--- src/sv/psd_pkg.sv ---
// ----------------------------------------------------------------------------
// psd_pkg
// Shared types and constants of the packet stream deframer.
// ----------------------------------------------------------------------------
`timescale 1ns / 1ps

package psd_pkg;

    // parse phases
    typedef enum logic [4:0] {
        PH_CH0  = 5'd0,
        PH_CH1  = 5'd1,
        PH_SPEC = 5'd2,
        PH_HDR0 = 5'd3,
        PH_HDR1 = 5'd4,
        PH_HDR2 = 5'd5,
        PH_HDR3 = 5'd6,
        PH_HDR4 = 5'd7,
        PH_LEN  = 5'd8,
        PH_PAY  = 5'd9,
        PH_CNT0 = 5'd10,
        PH_CNT1 = 5'd11,
        PH_ENT0 = 5'd12,
        PH_ENT1 = 5'd13,
        PH_ENT2 = 5'd14,
        PH_ENT3 = 5'd15,
        PH_ENT4 = 5'd16,
        PH_ENT5 = 5'd17,
        PH_NAME = 5'd18
    } psd_phase_t;

    // result kinds
    localparam logic [1:0] KIND_HEADER  = 2'd0;
    localparam logic [1:0] KIND_PAYLOAD = 2'd1;
    localparam logic [1:0] KIND_ERROR   = 2'd2;

    // error codes
    localparam logic [2:0] ERR_BAD_SPECIAL = 3'd0;
    localparam logic [2:0] ERR_BAD_MAGIC   = 3'd1;
    localparam logic [2:0] ERR_EMPTY_TABLE = 3'd2;
    localparam logic [2:0] ERR_OVER_CAP    = 3'd3;
    localparam logic [2:0] ERR_ILLEGAL_CH  = 3'd4;
    localparam logic [2:0] ERR_DUPLICATE   = 3'd5;
    localparam logic [2:0] ERR_UNKNOWN_CH  = 3'd6;
    localparam logic [2:0] ERR_LEN_OVFL    = 3'd7;

    localparam logic [15:0] SPECIAL_CHANNEL = 16'hFFFF;
    localparam logic [7:0]  SKIP_BYTE       = 8'hFF;
    localparam logic [3:0]  SKIP_LAST_POS   = 4'd3;
    localparam logic [3:0]  MAGIC_LAST_POS  = 4'd13;
    localparam logic [63:0] SKIP_AMOUNT     = 64'h0000_0000_FFFF_FFFF;

    // one result item
    typedef struct packed {
        logic [1:0]  kind;
        logic [15:0] channel_number;
        logic [15:0] major_type;
        logic [7:0]  minor_type;
        logic [63:0] timestamp;
        logic [31:0] payload_length;
        logic [7:0]  payload_byte;
        logic        last;
        logic [2:0]  error_code;
    } psd_result_t;

    // segment magic, one character per position
    function automatic logic [7:0] magic_byte(input logic [3:0] pos);
        logic [7:0] c;
        case (pos)
            4'd0:    c = "J";
            4'd1:    c = "P";
            4'd2:    c = "C";
            4'd3:    c = "R";
            4'd4:    c = "R";
            4'd5:    c = "M";
            4'd6:    c = "U";
            4'd7:    c = "L";
            4'd8:    c = "T";
            4'd9:    c = "I";
            4'd10:   c = "D";
            4'd11:   c = "U";
            4'd12:   c = "M";
            4'd13:   c = "P";
            default: c = 8'h00;
        endcase
        return c;
    endfunction

endpackage

--- src/sv/psd_byte_if.sv ---
// ----------------------------------------------------------------------------
// psd_byte_if
// Valid/ready channel carrying one raw stream byte per item.
// ----------------------------------------------------------------------------
`timescale 1ns / 1ps

interface psd_byte_if;
    logic       valid;
    logic       ready;
    logic [7:0] data_byte;

    modport source (output valid, output data_byte, input ready);
    modport sink   (input valid, input data_byte, output ready);
endinterface

--- src/sv/psd_result_if.sv ---
// ----------------------------------------------------------------------------
// psd_result_if
// Valid/ready channel carrying one deframer result per item.
// ----------------------------------------------------------------------------
`timescale 1ns / 1ps

interface psd_result_if;
    logic        valid;
    logic        ready;
    logic [1:0]  kind;
    logic [15:0] channel_number;
    logic [15:0] major_type;
    logic [7:0]  minor_type;
    logic [63:0] timestamp;
    logic [31:0] payload_length;
    logic [7:0]  payload_byte;
    logic        last;
    logic [2:0]  error_code;

    modport source (output valid, output kind, output channel_number, output major_type,
                    output minor_type, output timestamp, output payload_length,
                    output payload_byte, output last, output error_code, input ready);
    modport sink   (input valid, input kind, input channel_number, input major_type,
                    input minor_type, input timestamp, input payload_length,
                    input payload_byte, input last, input error_code, output ready);
endinterface

--- src/sv/packet_stream_deframer_core.sv ---
// ----------------------------------------------------------------------------
// packet_stream_deframer_core
// Byte stream deframer for multiplexed timed packets with channel table.
// ----------------------------------------------------------------------------
// usage
//   byte_in    : one stream byte per item (valid/ready)
//   result_out : packet header, payload byte or error item (valid/ready)
//   each byte is decoded in the cycle it is taken; a result, if any, sits in
//   the output register from the next cycle on
//   throughput is one byte per cycle while byte_in.ready is high; the table
//   lookup is a parallel compare over all TABLE_DEPTH entries in that same cycle
//   byte_in.ready drops only while a result is held and result_out.ready is
//   low, so a stalled receiver stalls the stream by exactly that long
//   reset clears the parser, time base and table count; table contents are
//   not cleared and only entries of the current table are ever looked at
//   after an error item the block keeps taking bytes and drops them all
//   until the next reset
// ----------------------------------------------------------------------------
`timescale 1ns / 1ps

module packet_stream_deframer_core #(
    parameter int TABLE_DEPTH = 64,
    parameter int LENGTH_BITS = 32
) (
    input  logic         clk,
    input  logic         rst_n,
    psd_byte_if.sink     byte_in,
    psd_result_if.source result_out
);

    localparam int IDX_W = (TABLE_DEPTH > 1) ? $clog2(TABLE_DEPTH) : 1;
    localparam int ENT_W = $clog2(TABLE_DEPTH + 1);
    localparam int CNT_W = (LENGTH_BITS > 16) ? LENGTH_BITS : 16;
    localparam logic [CNT_W-1:0] LEN_LIMIT =
        CNT_W'(((64'd1 << LENGTH_BITS) - 64'd1) >> 7);

    // state
    psd_pkg::psd_phase_t phase_reg, phase_next;
    logic [55:0]         hs_reg, hs_next;
    logic [63:0]         time_reg, time_next;
    logic [3:0]          pos_reg, pos_next;
    logic [1:0]          cand_reg, cand_next;
    logic [ENT_W-1:0]    count_reg, count_next;
    logic [ENT_W-1:0]    ent_rem_reg, ent_rem_next;
    logic [CNT_W-1:0]    bytes_reg, bytes_next;
    logic [15:0]         mtype_reg, mtype_next;
    logic                err_reg, err_next;
    logic                out_valid_reg, out_valid_next;
    psd_pkg::psd_result_t out_reg, out_next;

    // channel table
    logic [15:0] tab_ch_reg [TABLE_DEPTH];
    logic [15:0] tab_ty_reg [TABLE_DEPTH];
    logic        tab_we;
    logic [IDX_W-1:0] tab_widx;

    logic        accept;
    logic [7:0]  b;
    logic [55:0] hs_shift;
    logic [55:0] fin_hs;
    logic [15:0] key;
    logic [TABLE_DEPTH-1:0] hit;
    logic        any_hit;
    logic [15:0] hit_type;
    logic        emit;
    psd_pkg::psd_result_t res;
    logic [CNT_W-1:0] len_new;
    logic [15:0] cnt16;
    logic        spec_skip, spec_magic;

    assign byte_in.ready = !out_valid_reg || result_out.ready;
    assign accept        = byte_in.valid && byte_in.ready;
    assign b             = byte_in.data_byte;
    assign hs_shift      = {hs_reg[47:0], b};
    assign fin_hs        = (phase_reg == psd_pkg::PH_ENT5) ? hs_shift : hs_reg;
    assign key           = (phase_reg == psd_pkg::PH_CH1) ? {hs_reg[7:0], b}
                                                           : fin_hs[47:32];
    assign len_new       = CNT_W'({bytes_reg, b[6:0]});
    assign cnt16         = {hs_reg[7:0], b};

    // parallel table compare against the live entries
    always_comb
    begin
        any_hit  = 1'b0;
        hit_type = '0;
        for (int i = 0; i < TABLE_DEPTH; i++)
        begin
            hit[i]   = (ENT_W'(i) < count_reg) && (tab_ch_reg[i] == key);
            any_hit  = any_hit | hit[i];
            hit_type = hit_type | (tab_ty_reg[i] & {16{hit[i]}});
        end
    end

    // special matching against both candidates
    assign spec_skip  = cand_reg[0] && (pos_reg <= psd_pkg::SKIP_LAST_POS)
                        && (b == psd_pkg::SKIP_BYTE);
    assign spec_magic = cand_reg[1] && (pos_reg <= psd_pkg::MAGIC_LAST_POS)
                        && (b == psd_pkg::magic_byte(pos_reg));

    // parser next state
    always_comb
    begin
        phase_next   = phase_reg;
        hs_next      = hs_reg;
        time_next    = time_reg;
        pos_next     = pos_reg;
        cand_next    = cand_reg;
        count_next   = count_reg;
        ent_rem_next = ent_rem_reg;
        bytes_next   = bytes_reg;
        mtype_next   = mtype_reg;
        err_next     = err_reg;
        tab_we       = 1'b0;
        tab_widx     = count_reg[IDX_W-1:0];
        emit         = 1'b0;
        res          = '0;

        if (accept && !err_reg)
        begin
            unique case (phase_reg)
                psd_pkg::PH_CH0:
                begin
                    hs_next    = {48'd0, b};
                    phase_next = psd_pkg::PH_CH1;
                end
                psd_pkg::PH_CH1:
                begin
                    if (key == psd_pkg::SPECIAL_CHANNEL)
                    begin
                        pos_next   = '0;
                        cand_next  = 2'b11;
                        phase_next = psd_pkg::PH_SPEC;
                    end
                    else if (count_reg == '0)
                    begin
                        emit = 1'b1; res.kind = psd_pkg::KIND_ERROR;
                        res.error_code = psd_pkg::ERR_BAD_MAGIC;
                    end
                    else if (!any_hit)
                    begin
                        emit = 1'b1; res.kind = psd_pkg::KIND_ERROR;
                        res.error_code = psd_pkg::ERR_UNKNOWN_CH;
                    end
                    else
                    begin
                        mtype_next = hit_type;
                        hs_next    = {40'd0, key};
                        phase_next = psd_pkg::PH_HDR0;
                    end
                end
                psd_pkg::PH_SPEC:
                begin
                    if (spec_skip && pos_reg == psd_pkg::SKIP_LAST_POS)
                    begin
                        time_next  = time_reg + psd_pkg::SKIP_AMOUNT;
                        phase_next = psd_pkg::PH_CH0;
                        if (count_reg == '0)
                        begin
                            emit = 1'b1; res.kind = psd_pkg::KIND_ERROR;
                            res.error_code = psd_pkg::ERR_BAD_MAGIC;
                        end
                    end
                    else if (spec_magic && pos_reg == psd_pkg::MAGIC_LAST_POS)
                        phase_next = psd_pkg::PH_CNT0;
                    else if (!spec_skip && !spec_magic)
                    begin
                        emit = 1'b1; res.kind = psd_pkg::KIND_ERROR;
                        res.error_code = psd_pkg::ERR_BAD_SPECIAL;
                    end
                    else
                    begin
                        cand_next = {spec_magic, spec_skip};
                        pos_next  = pos_reg + 4'd1;
                    end
                end
                psd_pkg::PH_HDR0: begin hs_next = hs_shift; phase_next = psd_pkg::PH_HDR1; end
                psd_pkg::PH_HDR1: begin hs_next = hs_shift; phase_next = psd_pkg::PH_HDR2; end
                psd_pkg::PH_HDR2: begin hs_next = hs_shift; phase_next = psd_pkg::PH_HDR3; end
                psd_pkg::PH_HDR3: begin hs_next = hs_shift; phase_next = psd_pkg::PH_HDR4; end
                psd_pkg::PH_HDR4:
                begin
                    hs_next    = hs_shift;
                    bytes_next = '0;
                    phase_next = psd_pkg::PH_LEN;
                end
                psd_pkg::PH_LEN:
                begin
                    if (bytes_reg >= LEN_LIMIT)
                    begin
                        emit = 1'b1; res.kind = psd_pkg::KIND_ERROR;
                        res.error_code = psd_pkg::ERR_LEN_OVFL;
                    end
                    else
                    begin
                        bytes_next = len_new;
                        if (!b[7])
                        begin
                            time_next          = time_reg + {32'd0, hs_reg[39:8]};
                            emit               = 1'b1;
                            res.kind           = psd_pkg::KIND_HEADER;
                            res.channel_number = hs_reg[55:40];
                            res.major_type     = mtype_reg;
                            res.minor_type     = hs_reg[7:0];
                            res.timestamp      = time_next;
                            res.payload_length = 32'(len_new);
                            phase_next = (len_new == '0) ? psd_pkg::PH_CH0 : psd_pkg::PH_PAY;
                        end
                    end
                end
                psd_pkg::PH_PAY:
                begin
                    if (bytes_reg != '0)
                        bytes_next = bytes_reg - 1'b1;
                    emit             = 1'b1;
                    res.kind         = psd_pkg::KIND_PAYLOAD;
                    res.payload_byte = b;
                    res.last         = (bytes_next == '0);
                    if (bytes_next == '0)
                        phase_next = psd_pkg::PH_CH0;
                end
                psd_pkg::PH_CNT0:
                begin
                    hs_next    = {48'd0, b};
                    phase_next = psd_pkg::PH_CNT1;
                end
                psd_pkg::PH_CNT1:
                begin
                    if (cnt16 == 16'd0)
                    begin
                        emit = 1'b1; res.kind = psd_pkg::KIND_ERROR;
                        res.error_code = psd_pkg::ERR_EMPTY_TABLE;
                    end
                    else if (32'(cnt16) > 32'(TABLE_DEPTH))
                    begin
                        emit = 1'b1; res.kind = psd_pkg::KIND_ERROR;
                        res.error_code = psd_pkg::ERR_OVER_CAP;
                    end
                    else
                    begin
                        ent_rem_next = ENT_W'(cnt16);
                        count_next   = '0;
                        phase_next   = psd_pkg::PH_ENT0;
                    end
                end
                psd_pkg::PH_ENT0: begin hs_next = hs_shift; phase_next = psd_pkg::PH_ENT1; end
                psd_pkg::PH_ENT1: begin hs_next = hs_shift; phase_next = psd_pkg::PH_ENT2; end
                psd_pkg::PH_ENT2: begin hs_next = hs_shift; phase_next = psd_pkg::PH_ENT3; end
                psd_pkg::PH_ENT3: begin hs_next = hs_shift; phase_next = psd_pkg::PH_ENT4; end
                psd_pkg::PH_ENT4: begin hs_next = hs_shift; phase_next = psd_pkg::PH_ENT5; end
                psd_pkg::PH_ENT5, psd_pkg::PH_NAME:
                begin
                    if (phase_reg == psd_pkg::PH_ENT5)
                    begin
                        hs_next    = hs_shift;
                        bytes_next = CNT_W'(hs_shift[15:0]);
                    end
                    else if (bytes_reg != '0)
                        bytes_next = bytes_reg - 1'b1;
                    if (bytes_next != '0)
                        phase_next = psd_pkg::PH_NAME;
                    // entry complete
                    else if (fin_hs[47:32] == psd_pkg::SPECIAL_CHANNEL)
                    begin
                        emit = 1'b1; res.kind = psd_pkg::KIND_ERROR;
                        res.error_code = psd_pkg::ERR_ILLEGAL_CH;
                    end
                    else if (any_hit)
                    begin
                        emit = 1'b1; res.kind = psd_pkg::KIND_ERROR;
                        res.error_code = psd_pkg::ERR_DUPLICATE;
                    end
                    else
                    begin
                        if (32'(count_reg) < 32'(TABLE_DEPTH))
                        begin
                            tab_we     = 1'b1;
                            count_next = count_reg + 1'b1;
                        end
                        if (ent_rem_reg != '0)
                            ent_rem_next = ent_rem_reg - 1'b1;
                        phase_next = (ent_rem_next == '0) ? psd_pkg::PH_CH0
                                                          : psd_pkg::PH_ENT0;
                    end
                end
                default:
                    phase_next = psd_pkg::PH_CH0;
            endcase
            if (emit && res.kind == psd_pkg::KIND_ERROR)
                err_next = 1'b1;
        end
    end

    // output register
    always_comb
    begin
        out_next = out_reg;
        if (emit)
        begin
            out_valid_next = 1'b1;
            out_next       = res;
        end
        else if (result_out.ready)
            out_valid_next = 1'b0;
        else
            out_valid_next = out_valid_reg;
    end

    // control registers
    always_ff @(posedge clk or negedge rst_n)
    begin
        if (!rst_n)
        begin
            phase_reg     <= psd_pkg::PH_CH0;
            hs_reg        <= '0;
            time_reg      <= '0;
            pos_reg       <= '0;
            cand_reg      <= 2'b11;
            count_reg     <= '0;
            ent_rem_reg   <= '0;
            bytes_reg     <= '0;
            mtype_reg     <= '0;
            err_reg       <= 1'b0;
            out_valid_reg <= 1'b0;
        end
        else
        begin
            phase_reg     <= phase_next;
            hs_reg        <= hs_next;
            time_reg      <= time_next;
            pos_reg       <= pos_next;
            cand_reg      <= cand_next;
            count_reg     <= count_next;
            ent_rem_reg   <= ent_rem_next;
            bytes_reg     <= bytes_next;
            mtype_reg     <= mtype_next;
            err_reg       <= err_next;
            out_valid_reg <= out_valid_next;
        end
    end

    // result payload register
    always_ff @(posedge clk)
    begin
        out_reg <= out_next;
    end

    // table storage
    always_ff @(posedge clk)
    begin
        if (tab_we)
        begin
            tab_ch_reg[tab_widx] <= fin_hs[47:32];
            tab_ty_reg[tab_widx] <= fin_hs[31:16];
        end
    end

    assign result_out.valid          = out_valid_reg;
    assign result_out.kind           = out_reg.kind;
    assign result_out.channel_number = out_reg.channel_number;
    assign result_out.major_type     = out_reg.major_type;
    assign result_out.minor_type     = out_reg.minor_type;
    assign result_out.timestamp      = out_reg.timestamp;
    assign result_out.payload_length = out_reg.payload_length;
    assign result_out.payload_byte   = out_reg.payload_byte;
    assign result_out.last           = out_reg.last;
    assign result_out.error_code     = out_reg.error_code;

endmodule

--- src/flat_wrapper.sv ---
// flat-port wrapper written by rule: the top's interface ports become plain ports
module packet_stream_deframer_core_flat 
#(
    parameter int TABLE_DEPTH = 64,
    parameter int LENGTH_BITS = 32
)
  (clk, rst_n, byte_in_valid, byte_in_data_byte, byte_in_ready, result_out_valid, result_out_kind, result_out_channel_number, result_out_major_type, result_out_minor_type, result_out_timestamp, result_out_payload_length, result_out_payload_byte, result_out_last, result_out_error_code, result_out_ready);
  psd_byte_if byte_in_i ();
  psd_result_if result_out_i ();
  input  logic clk;
  input  logic rst_n;
  input wire logic [$bits(byte_in_i.valid)-1:0] byte_in_valid;
  input wire logic [$bits(byte_in_i.data_byte)-1:0] byte_in_data_byte;
  output wire logic [$bits(byte_in_i.ready)-1:0] byte_in_ready;
  output wire logic [$bits(result_out_i.valid)-1:0] result_out_valid;
  output wire logic [$bits(result_out_i.kind)-1:0] result_out_kind;
  output wire logic [$bits(result_out_i.channel_number)-1:0] result_out_channel_number;
  output wire logic [$bits(result_out_i.major_type)-1:0] result_out_major_type;
  output wire logic [$bits(result_out_i.minor_type)-1:0] result_out_minor_type;
  output wire logic [$bits(result_out_i.timestamp)-1:0] result_out_timestamp;
  output wire logic [$bits(result_out_i.payload_length)-1:0] result_out_payload_length;
  output wire logic [$bits(result_out_i.payload_byte)-1:0] result_out_payload_byte;
  output wire logic [$bits(result_out_i.last)-1:0] result_out_last;
  output wire logic [$bits(result_out_i.error_code)-1:0] result_out_error_code;
  input wire logic [$bits(result_out_i.ready)-1:0] result_out_ready;
  assign byte_in_i.valid = byte_in_valid;
  assign byte_in_i.data_byte = byte_in_data_byte;
  assign byte_in_ready = byte_in_i.ready;
  assign result_out_valid = result_out_i.valid;
  assign result_out_kind = result_out_i.kind;
  assign result_out_channel_number = result_out_i.channel_number;
  assign result_out_major_type = result_out_i.major_type;
  assign result_out_minor_type = result_out_i.minor_type;
  assign result_out_timestamp = result_out_i.timestamp;
  assign result_out_payload_length = result_out_i.payload_length;
  assign result_out_payload_byte = result_out_i.payload_byte;
  assign result_out_last = result_out_i.last;
  assign result_out_error_code = result_out_i.error_code;
  assign result_out_i.ready = result_out_ready;
  packet_stream_deframer_core #(.TABLE_DEPTH(TABLE_DEPTH), .LENGTH_BITS(LENGTH_BITS)) u_core (.clk(clk), .rst_n(rst_n), .byte_in(byte_in_i), .result_out(result_out_i));
endmodule
--- config.mk ---
export PLATFORM = sky130hd
export DESIGN_NAME = packet_stream_deframer_core_flat
export DESIGN_NICKNAME = d
export VERILOG_FILES = /design/src/sv/psd_pkg.sv /design/src/sv/psd_byte_if.sv /design/src/sv/psd_result_if.sv /design/src/sv/packet_stream_deframer_core.sv /design/src/flat_wrapper.sv
export SDC_FILE = /design/constraint.sdc
export NUM_CORES = 2
export LEC_CHECK = 0
export ABC_AREA = 1
export BUFFER_PORTS_ARGS = -buffer_cell sky130_fd_sc_hd__clkbuf_2
export CELL_PAD_IN_SITES_DETAIL_PLACEMENT = 1
export CELL_PAD_IN_SITES_GLOBAL_PLACEMENT = 2
export CORE_ASPECT_RATIO = 0.6
export CORE_MARGIN = 2
export CORE_UTILIZATION = 30
export CTS_BUF_LIST = sky130_fd_sc_hd__clkbuf_2 sky130_fd_sc_hd__clkbuf_4 sky130_fd_sc_hd__clkbuf_8
export DETAILED_ROUTE_END_ITERATION = 8
export PLACE_DENSITY = 0.69
export SKIP_LAST_GASP = 1
export SLEW_MARGIN = 10
export SYNTH_ARGS = -nofsm -noshare
export SYNTH_HDL_FRONTEND = slang
export SYNTH_SLANG_ARGS = --single-unit
export TNS_END_PERCENT = 20
--- constraint.sdc ---
create_clock -name clk -period 7.2 [get_ports clk]
set_input_delay 1.8 -clock clk [delete_from_list [all_inputs] [get_ports clk]]
set_output_delay 1.8 -clock clk [all_outputs]
set_load 0.05 [all_outputs]
After elaboration in Yosys (flattened, before gate mapping)
Memory sizes are Yosys's and may differ from the RTL's. Cells that the tools add are included.

Register bits after elaboration: 345. Memory bits (read-only): 96. Logic and storage cells: 631. Memory bits (writable): 2048. Memories: 3. Latch bits: 0. Input bits: 12.

Memories: u_core.tab_ch_reg (depth 64, width 16, read ports 64, clocked after Yosys merged registers in 0, wr ports 1, line packet_stream_deframer_core.sv:52) `logic [15:0] tab_ch_reg [TABLE_DEPTH];`; u_core.tab_ty_reg (depth 64, width 16, read ports 64, clocked after Yosys merged registers in 0, wr ports 1, line packet_stream_deframer_core.sv:53) `logic [15:0] tab_ty_reg [TABLE_DEPTH];`; (name not given) (depth 16, width 6, read ports 1, clocked after Yosys merged registers in 0, wr ports 0, line psd_pkg.sv:69) `case (pos)`.

$add $sub $neg: 6. $lt $le $gt $ge: 69. Multiplexer cells: 117. Eq/ne operators: 112. Div/mod/pow operators: 0. $mul: 0. Bitwise gates (word level): 194. Shift operators: 0. Reductions and logical operators: 109.

Operators by type and width (count): $and 16x16->16 (64); $eq 16x16->1 (64); $or 16x16->16 (63); $lt 6x7->1 const A (32); $mux 32 (7); $mux 56 (4); $pmux 56 s4 (1); $mux 64 (3); $pmux 32 s4 (1); $pmux 64 s2 (1); $mux 7 (17); $lt 5x7->1 const A (16); $pmux 5 s18 (1); $logic_and 1x1->1 (74); $mux 5 (13); $add 64x32->64 (1); $add 64x32->64 const B (1); $logic_not 32->1 (2); $reduce_bool 32->1 (2); $or 1x1->1 (63); $lt 4x7->1 const A (8); $eq 5x4->1 const B (8); $mux 2 (19); $eq 16x16->1 const B (2); 55 further kinds (140).

Depth between registers and ports, before layout
Depth after elaboration: 79. Depth in mapped cells: 30. Mapped depth without buffers: 26.

Least setup slack after synthesis
Ideal clock, no wire load.

Kind: input -> register. Start: input byte_in_data_byte[7]. End: register u_core.out_reg, in the netlist u_core.result_out.channel_number[0] (enable). Path buffers: 1. Stages: 20. Arrival time: 6622 ps. Library setup time: 503 ps. Slack: 75 ps. Cell sequence: inv_1 nand2_2 nand2_1 clkbuf_1 o21ai_0 nor2_1 nand2_1 nor2_1 nand3_2 nand2_1 nor2_1 nand2_1 nor2_2 nand2_4 nor2_8 nand2_1 nand2_1 nand4_1 o21ai_1 inv_1.

Longest elaborated chain between the ends: 72. Elaborated cells between the ends (all ways): 224. Classes of those cells: order compare (1); eq/ne (67); mux (20); bitwise (63); reduce/logical (73).

RTL lines: from (decl) (line flat_wrapper.sv:13) `input wire logic [$bits(byte_in_i.data_byte)-1:0] byte_in_data_byte;`; $mux 16 (line packet_stream_deframer_core.sv:76) `assign key = (phase_reg == psd_pkg::PH_CH1) ? {hs_reg[7:0], b}`; $eq 16x16->1 (line packet_stream_deframer_core.sv:88) `hit[i] = (ENT_W'(i) < count_reg) && (tab_ch_reg[i] == key);`; $logic_and 1x1->1 (line packet_stream_deframer_core.sv:88); $or 1x1->1 (63 in series) (line packet_stream_deframer_core.sv:89) `any_hit = any_hit | hit[i];`; $mux 1, on equally long branches (line packet_stream_deframer_core.sv:267, packet_stream_deframer_core.sv:139); $mux 1, on equally long branches (line packet_stream_deframer_core.sv:262, packet_stream_deframer_core.sv:134); $mux 1, on equally long branches (line packet_stream_deframer_core.sv:259, packet_stream_deframer_core.sv:128); $pmux 1 s6 (*) (line packet_stream_deframer_core.sv:120) `unique case (phase_reg)`; $mux 1 (*) (2 in series) (line packet_stream_deframer_core.sv:118) `if (accept && !err_reg)`; net u_core.emit (line packet_stream_deframer_core.sv:65) `logic emit;`; to (signal assigned) (line packet_stream_deframer_core.sv:344) `out_reg <= out_next;`; to (decl) (line packet_stream_deframer_core.sv:49) `psd_pkg::psd_result_t out_reg, out_next;`.

The timed path passes the listed nets; every way through them passes the cells marked *. The select of a mux whose other input is x is not followed. A chain may end at the register's enable or synchronous reset.

Worst setup path after layout
Start: register u_core.bytes_reg[6]. End: memory u_core.tab_ch_reg[27][12] (enable).

Longest elaborated chain between the ends: 11. Elaborated cells between the ends (all ways): 12. Classes of those cells: add/sub (1); mux (9); reduce/logical (2).

RTL lines: from (decl) (line packet_stream_deframer_core.sv:45) `logic [CNT_W-1:0] bytes_reg, bytes_next;`; from (signal assigned) (line packet_stream_deframer_core.sv:334) `bytes_reg <= bytes_next;`; $sub 32x1->32 or $reduce_bool 32->1 (tied branches) (line packet_stream_deframer_core.sv:258, packet_stream_deframer_core.sv:257); $mux 32 (*) (line packet_stream_deframer_core.sv:257) `else if (bytes_reg != '0)`; $mux 32 (*) (line packet_stream_deframer_core.sv:252) `if (phase_reg == psd_pkg::PH_ENT5)`; $mux 32 (*) (line packet_stream_deframer_core.sv:120); $mux 32 (*) (line packet_stream_deframer_core.sv:118); $reduce_bool 32->1 (*) (line packet_stream_deframer_core.sv:259) `if (bytes_next != '0)`; $mux 1 (*) (line packet_stream_deframer_core.sv:259); $mux 1 (*) (line packet_stream_deframer_core.sv:120); $mux 1 (*) (line packet_stream_deframer_core.sv:118); $mux 1 (*) (line packet_stream_deframer_core.sv:350) `if (tab_we)`; $mux 1 (not written as such) (*) (line packet_stream_deframer_core.sv:352) `tab_ch_reg[tab_widx] <= fin_hs[47:32];`; to (decl) (line packet_stream_deframer_core.sv:52).

Mark *: on every way between the ends. The rest lies on a longest branch, timed or not. The select of a mux whose other input is x is not followed.

==> flow_metrics.py <==
metrics = {
    "status": {
        "status": "completed",
    },
    "grt": {
        "antenna_found_initial": 69,
        "grt_max_degree": 106,
        "grt_pass1_vias": 89700,
        "grt_pass1_wl_um": 766000,
        "grt_usage_pct": 29.3,
        "grt_overflow": 0,
    },
    "worst_setup_path": {
        "critPathLaunchType": "flip-flop",
        "cp.arrival_ns": 7.84,
        "critPathKind": "flip-flop to flip-flop",
        "cpMaxStageDelayCell": "nor2_4",
        "critPathTopFamily": "simple AND/OR/NAND/NOR gates",
        "path_cells": "nor2_1, nand2_1, nor2_1, nand4_1, inv_2, buf_4, nor2_1, o21ai_0, nand2_1, nor3b_1, o21a_1, nand4_1, nor2_1, buf_4, nand4_2, nor2_2, nand3_2, buf_12, nor2_4",
        "cp-startpoint": "u_core.bytes_reg[6]",
        "regToRegStartpoint": "u_core.bytes_reg[6]",
        "critPathCaptureType": "flip-flop",
        "worst_ep_required_time_ns": 7.86,
        "crit_path_max_fanout": 32,
        "crit_path_frequent_cell": "nor2_1",
        "critPathMaxStageDelay_ns": 0.89,
        "path_buf_inv": 4,
    },
    "pwr": {
        "p_leak_nw": 57.0,
        "ir_worst_vdd_mv": 0.132,
        "finalPower_mw": 27.2,
        "p_per_area_nw_per_um2": 206,
    },
    "synth": {
        "synth_xor_area_share_pct": 2.12,
        "synth-edff-count": 2198,
        "synth_common_cells": "nand2_1, edfxtp_1, inv_1, nor2_1, o22ai_1",
        "synth.avg_cell_area_sq_um": 9.78,
        "synth-adder-area-share_pct": 0.520,
        "synth_top_area_share_pct": 58.9,
        "synth_nets": 11500,
        "ys_warn_count": 0,
        "synthDistinctLibCells": 69,
        "syn_inst": 11500,
        "ys_seq_area_share_pct": 63.2,
        "yosysMostFrequentCell": "nand2_1",
        "yosys.area_share.simple_pct": 18.4,
        "muxShareOfSynthArea_pct": 0.0190,
        "synth_area_leaders": "edfxtp_1, nand2_1, inv_1, dfrtp_1, nor2_1",
        "syn-cell-area_sq_um": 112000,
        "async_flop_share_pct": 8.15,
        "ys_ff_latch": 2393,
        "yosys_most_used_dff": "edfxtp_1",
        "synth_compound_area_share_pct": 6.91,
        "yosysTopAreaCell": "edfxtp_1",
        "synth_top_family_by_area": "simple AND/OR/NAND/NOR gates",
    },
    "die": {
        "num_rows": 173,
        "dieArea_sq_um": 379000,
        "pin_count": 164,
        "fp.coreArea_sq_um": 371000,
        "fp.dieW_um": 793,
        "start_util_pct": 30.2,
        "die_h_um": 478,
    },
    "final_layout": {
        "nets": 12300,
        "area_delta_synth_final_pct": 18.2,
        "seq_area_sq_um": 70900,
        "stdcell_count": 17500,
        "layout-drive-gt1-share_pct": 13.5,
        "nFillCells": 42000,
        "utilization_pct": 35.7,
        "multi_input_area_sq_um": 32500,
    },
    "clocking": {
        "cts_tree": "built",
        "cts_buffers": 382,
        "clockBufferDepth": 4,
        "clk_pin_slew_worst_paths_ns": 0.08,
        "cts.sinks": 2393,
        "post-cts-setup-buffers": 0,
        "worst_skew_pair.late_latency_ns": 1.12,
        "hold_buffers": 0,
        "post_cts_resized": 0,
        "cts_root_buf": "clkbuf_8",
        "h-tree-depth": 5,
    },
    "detailed_routing": {
        "first_pass_iters": 6,
        "ant_nets": 0,
        "num_vias": 94600,
        "drt_iter0_drc": 15700,
        "vias_per_cell": 5.39,
        "drc_errors": 0,
        "totalWireLength_um": 572000,
        "post_drt_wl_per_cell_um": 32.6,
    },
    "timing": {
        "min_period_over_period_pct": 99.7,
        "setup_tns_ns": 0,
        "rsz0062_at_grt": "true",
        "timing.slew.headroom_pct": 4.96,
        "hold_violations": 0,
        "max_freq_mhz": 139,
        "period_minus_slack_ns": 7.18,
        "finClkSkew_ns": 0.0975,
        "tightestPinTransition_ns": 1.43,
        "final-setup-viol-count": 0,
        "drv_slew": 0,
    },
    "worst_hold_path": {
        "hold_class": "flip-flop to flip-flop",
        "hold_start": "u_core.err_reg",
    },
    "placed_design": {
        "place_hpwl_um": 392000,
        "place_inst": 16800,
        "gp_congestion": 0.962,
        "io_buffers": 163,
    },
    "run": {
        "cap_violations": 0,
    },
}
## metal layers
metal / track usage (%) / wire length, um / up-vias
li1: - / - / 39200
met1: 45.0 / 259000 / 48500
met2: 36.6 / 209000 / 6165
met3: 13.4 / 91400 / 739
met4: 5.97 / 12500 / 18
met5: 0 / 406 / -
## worst register-to-register path: cells and delay by family (launching register included)
family                 cells  cell delay [ns]
and+or+nand+nor           13             4.63
buffers and inverters      4             0.89
AOI/OAI and AO/OA          2             0.77
DFF                        1             0.39
## kinds of logic after synthesis
kind of cell,after synthesis
buf+inv,2483
xor+xnor,271
flops,2393
compound gates,1302
mux,2
fa+ha+maj,46
simple gates,4970
## cell usage in the layout (no fill, tap or decap), types with 48 or more instances in the layout
cell	count
xor2_1	230
buf_12	177
nand2_4	48
nor2_1	1203
buf_4	407
nand3_1	257
nor3_1	59
clkbuf_4	118
edfxtp_1	2198
o22ai_1	564
clkbuf_2	162
clkinv_1	94
inv_1	2098
nand2_1	2922
o21ai_1	105
a21oi_1	134
nand3_2	89
o211ai_1	77
nand4_1	106
o21ai_0	282
clkbuf_8	401
dfrtp_1	193
nor2_4	71
nor4_1	82
## layout make-up
class	count	share of cell area (%)
flip-flops and latches	2393	53.5
multi-input cells	6591	24.5
inverters	2126	6.03
repair buffers	748	5.62
clock buffers	519	4.83
well taps	4987	4.71
clock inverters	163	0.758
diodes	18	0.0340
## where the power goes
part	internal (mW)	switching, mW
Combinational	0.00996	0.0542
Sequential	14.9	0.00000000000000000804
Clock	6.06	6.17
Total	21.0	6.23
## per-stage QoR
| stage | hold WS, ns | worst slack (ns) | cell area [sq um] |
|---|---|---|---|
| after floorplan | 0.422 | 0.0748 | 112000 |
| after detailed placement | 0.446 | 0.305 | 125000 |
| after global routing | 0.497 | -0.122 | 132000 |
| after CTS | 0.464 | 0.380 | 132000 |
| after global placement | 0.440 | 0.321 | 125000 |
| final | 0.460 | 0.0234 | 133000 |
## path summary, 6_finish.rpt
kind                                             end  slack, ns  cells past startpoint
max in group asynchronous        u_core.mtype_reg[2]       5.11                      2
max reg2reg                u_core.tab_ch_reg[27][12]       0.02                     19
min in group asynchronous       u_core.bytes_reg[12]       0.71                      1
min reg2reg                           u_core.err_reg       0.46                      2
max                        u_core.tab_ch_reg[27][12]       0.02                     19
min                                   u_core.err_reg       0.46                      2
No activity file was read; power rests on OpenSTA's default activity.
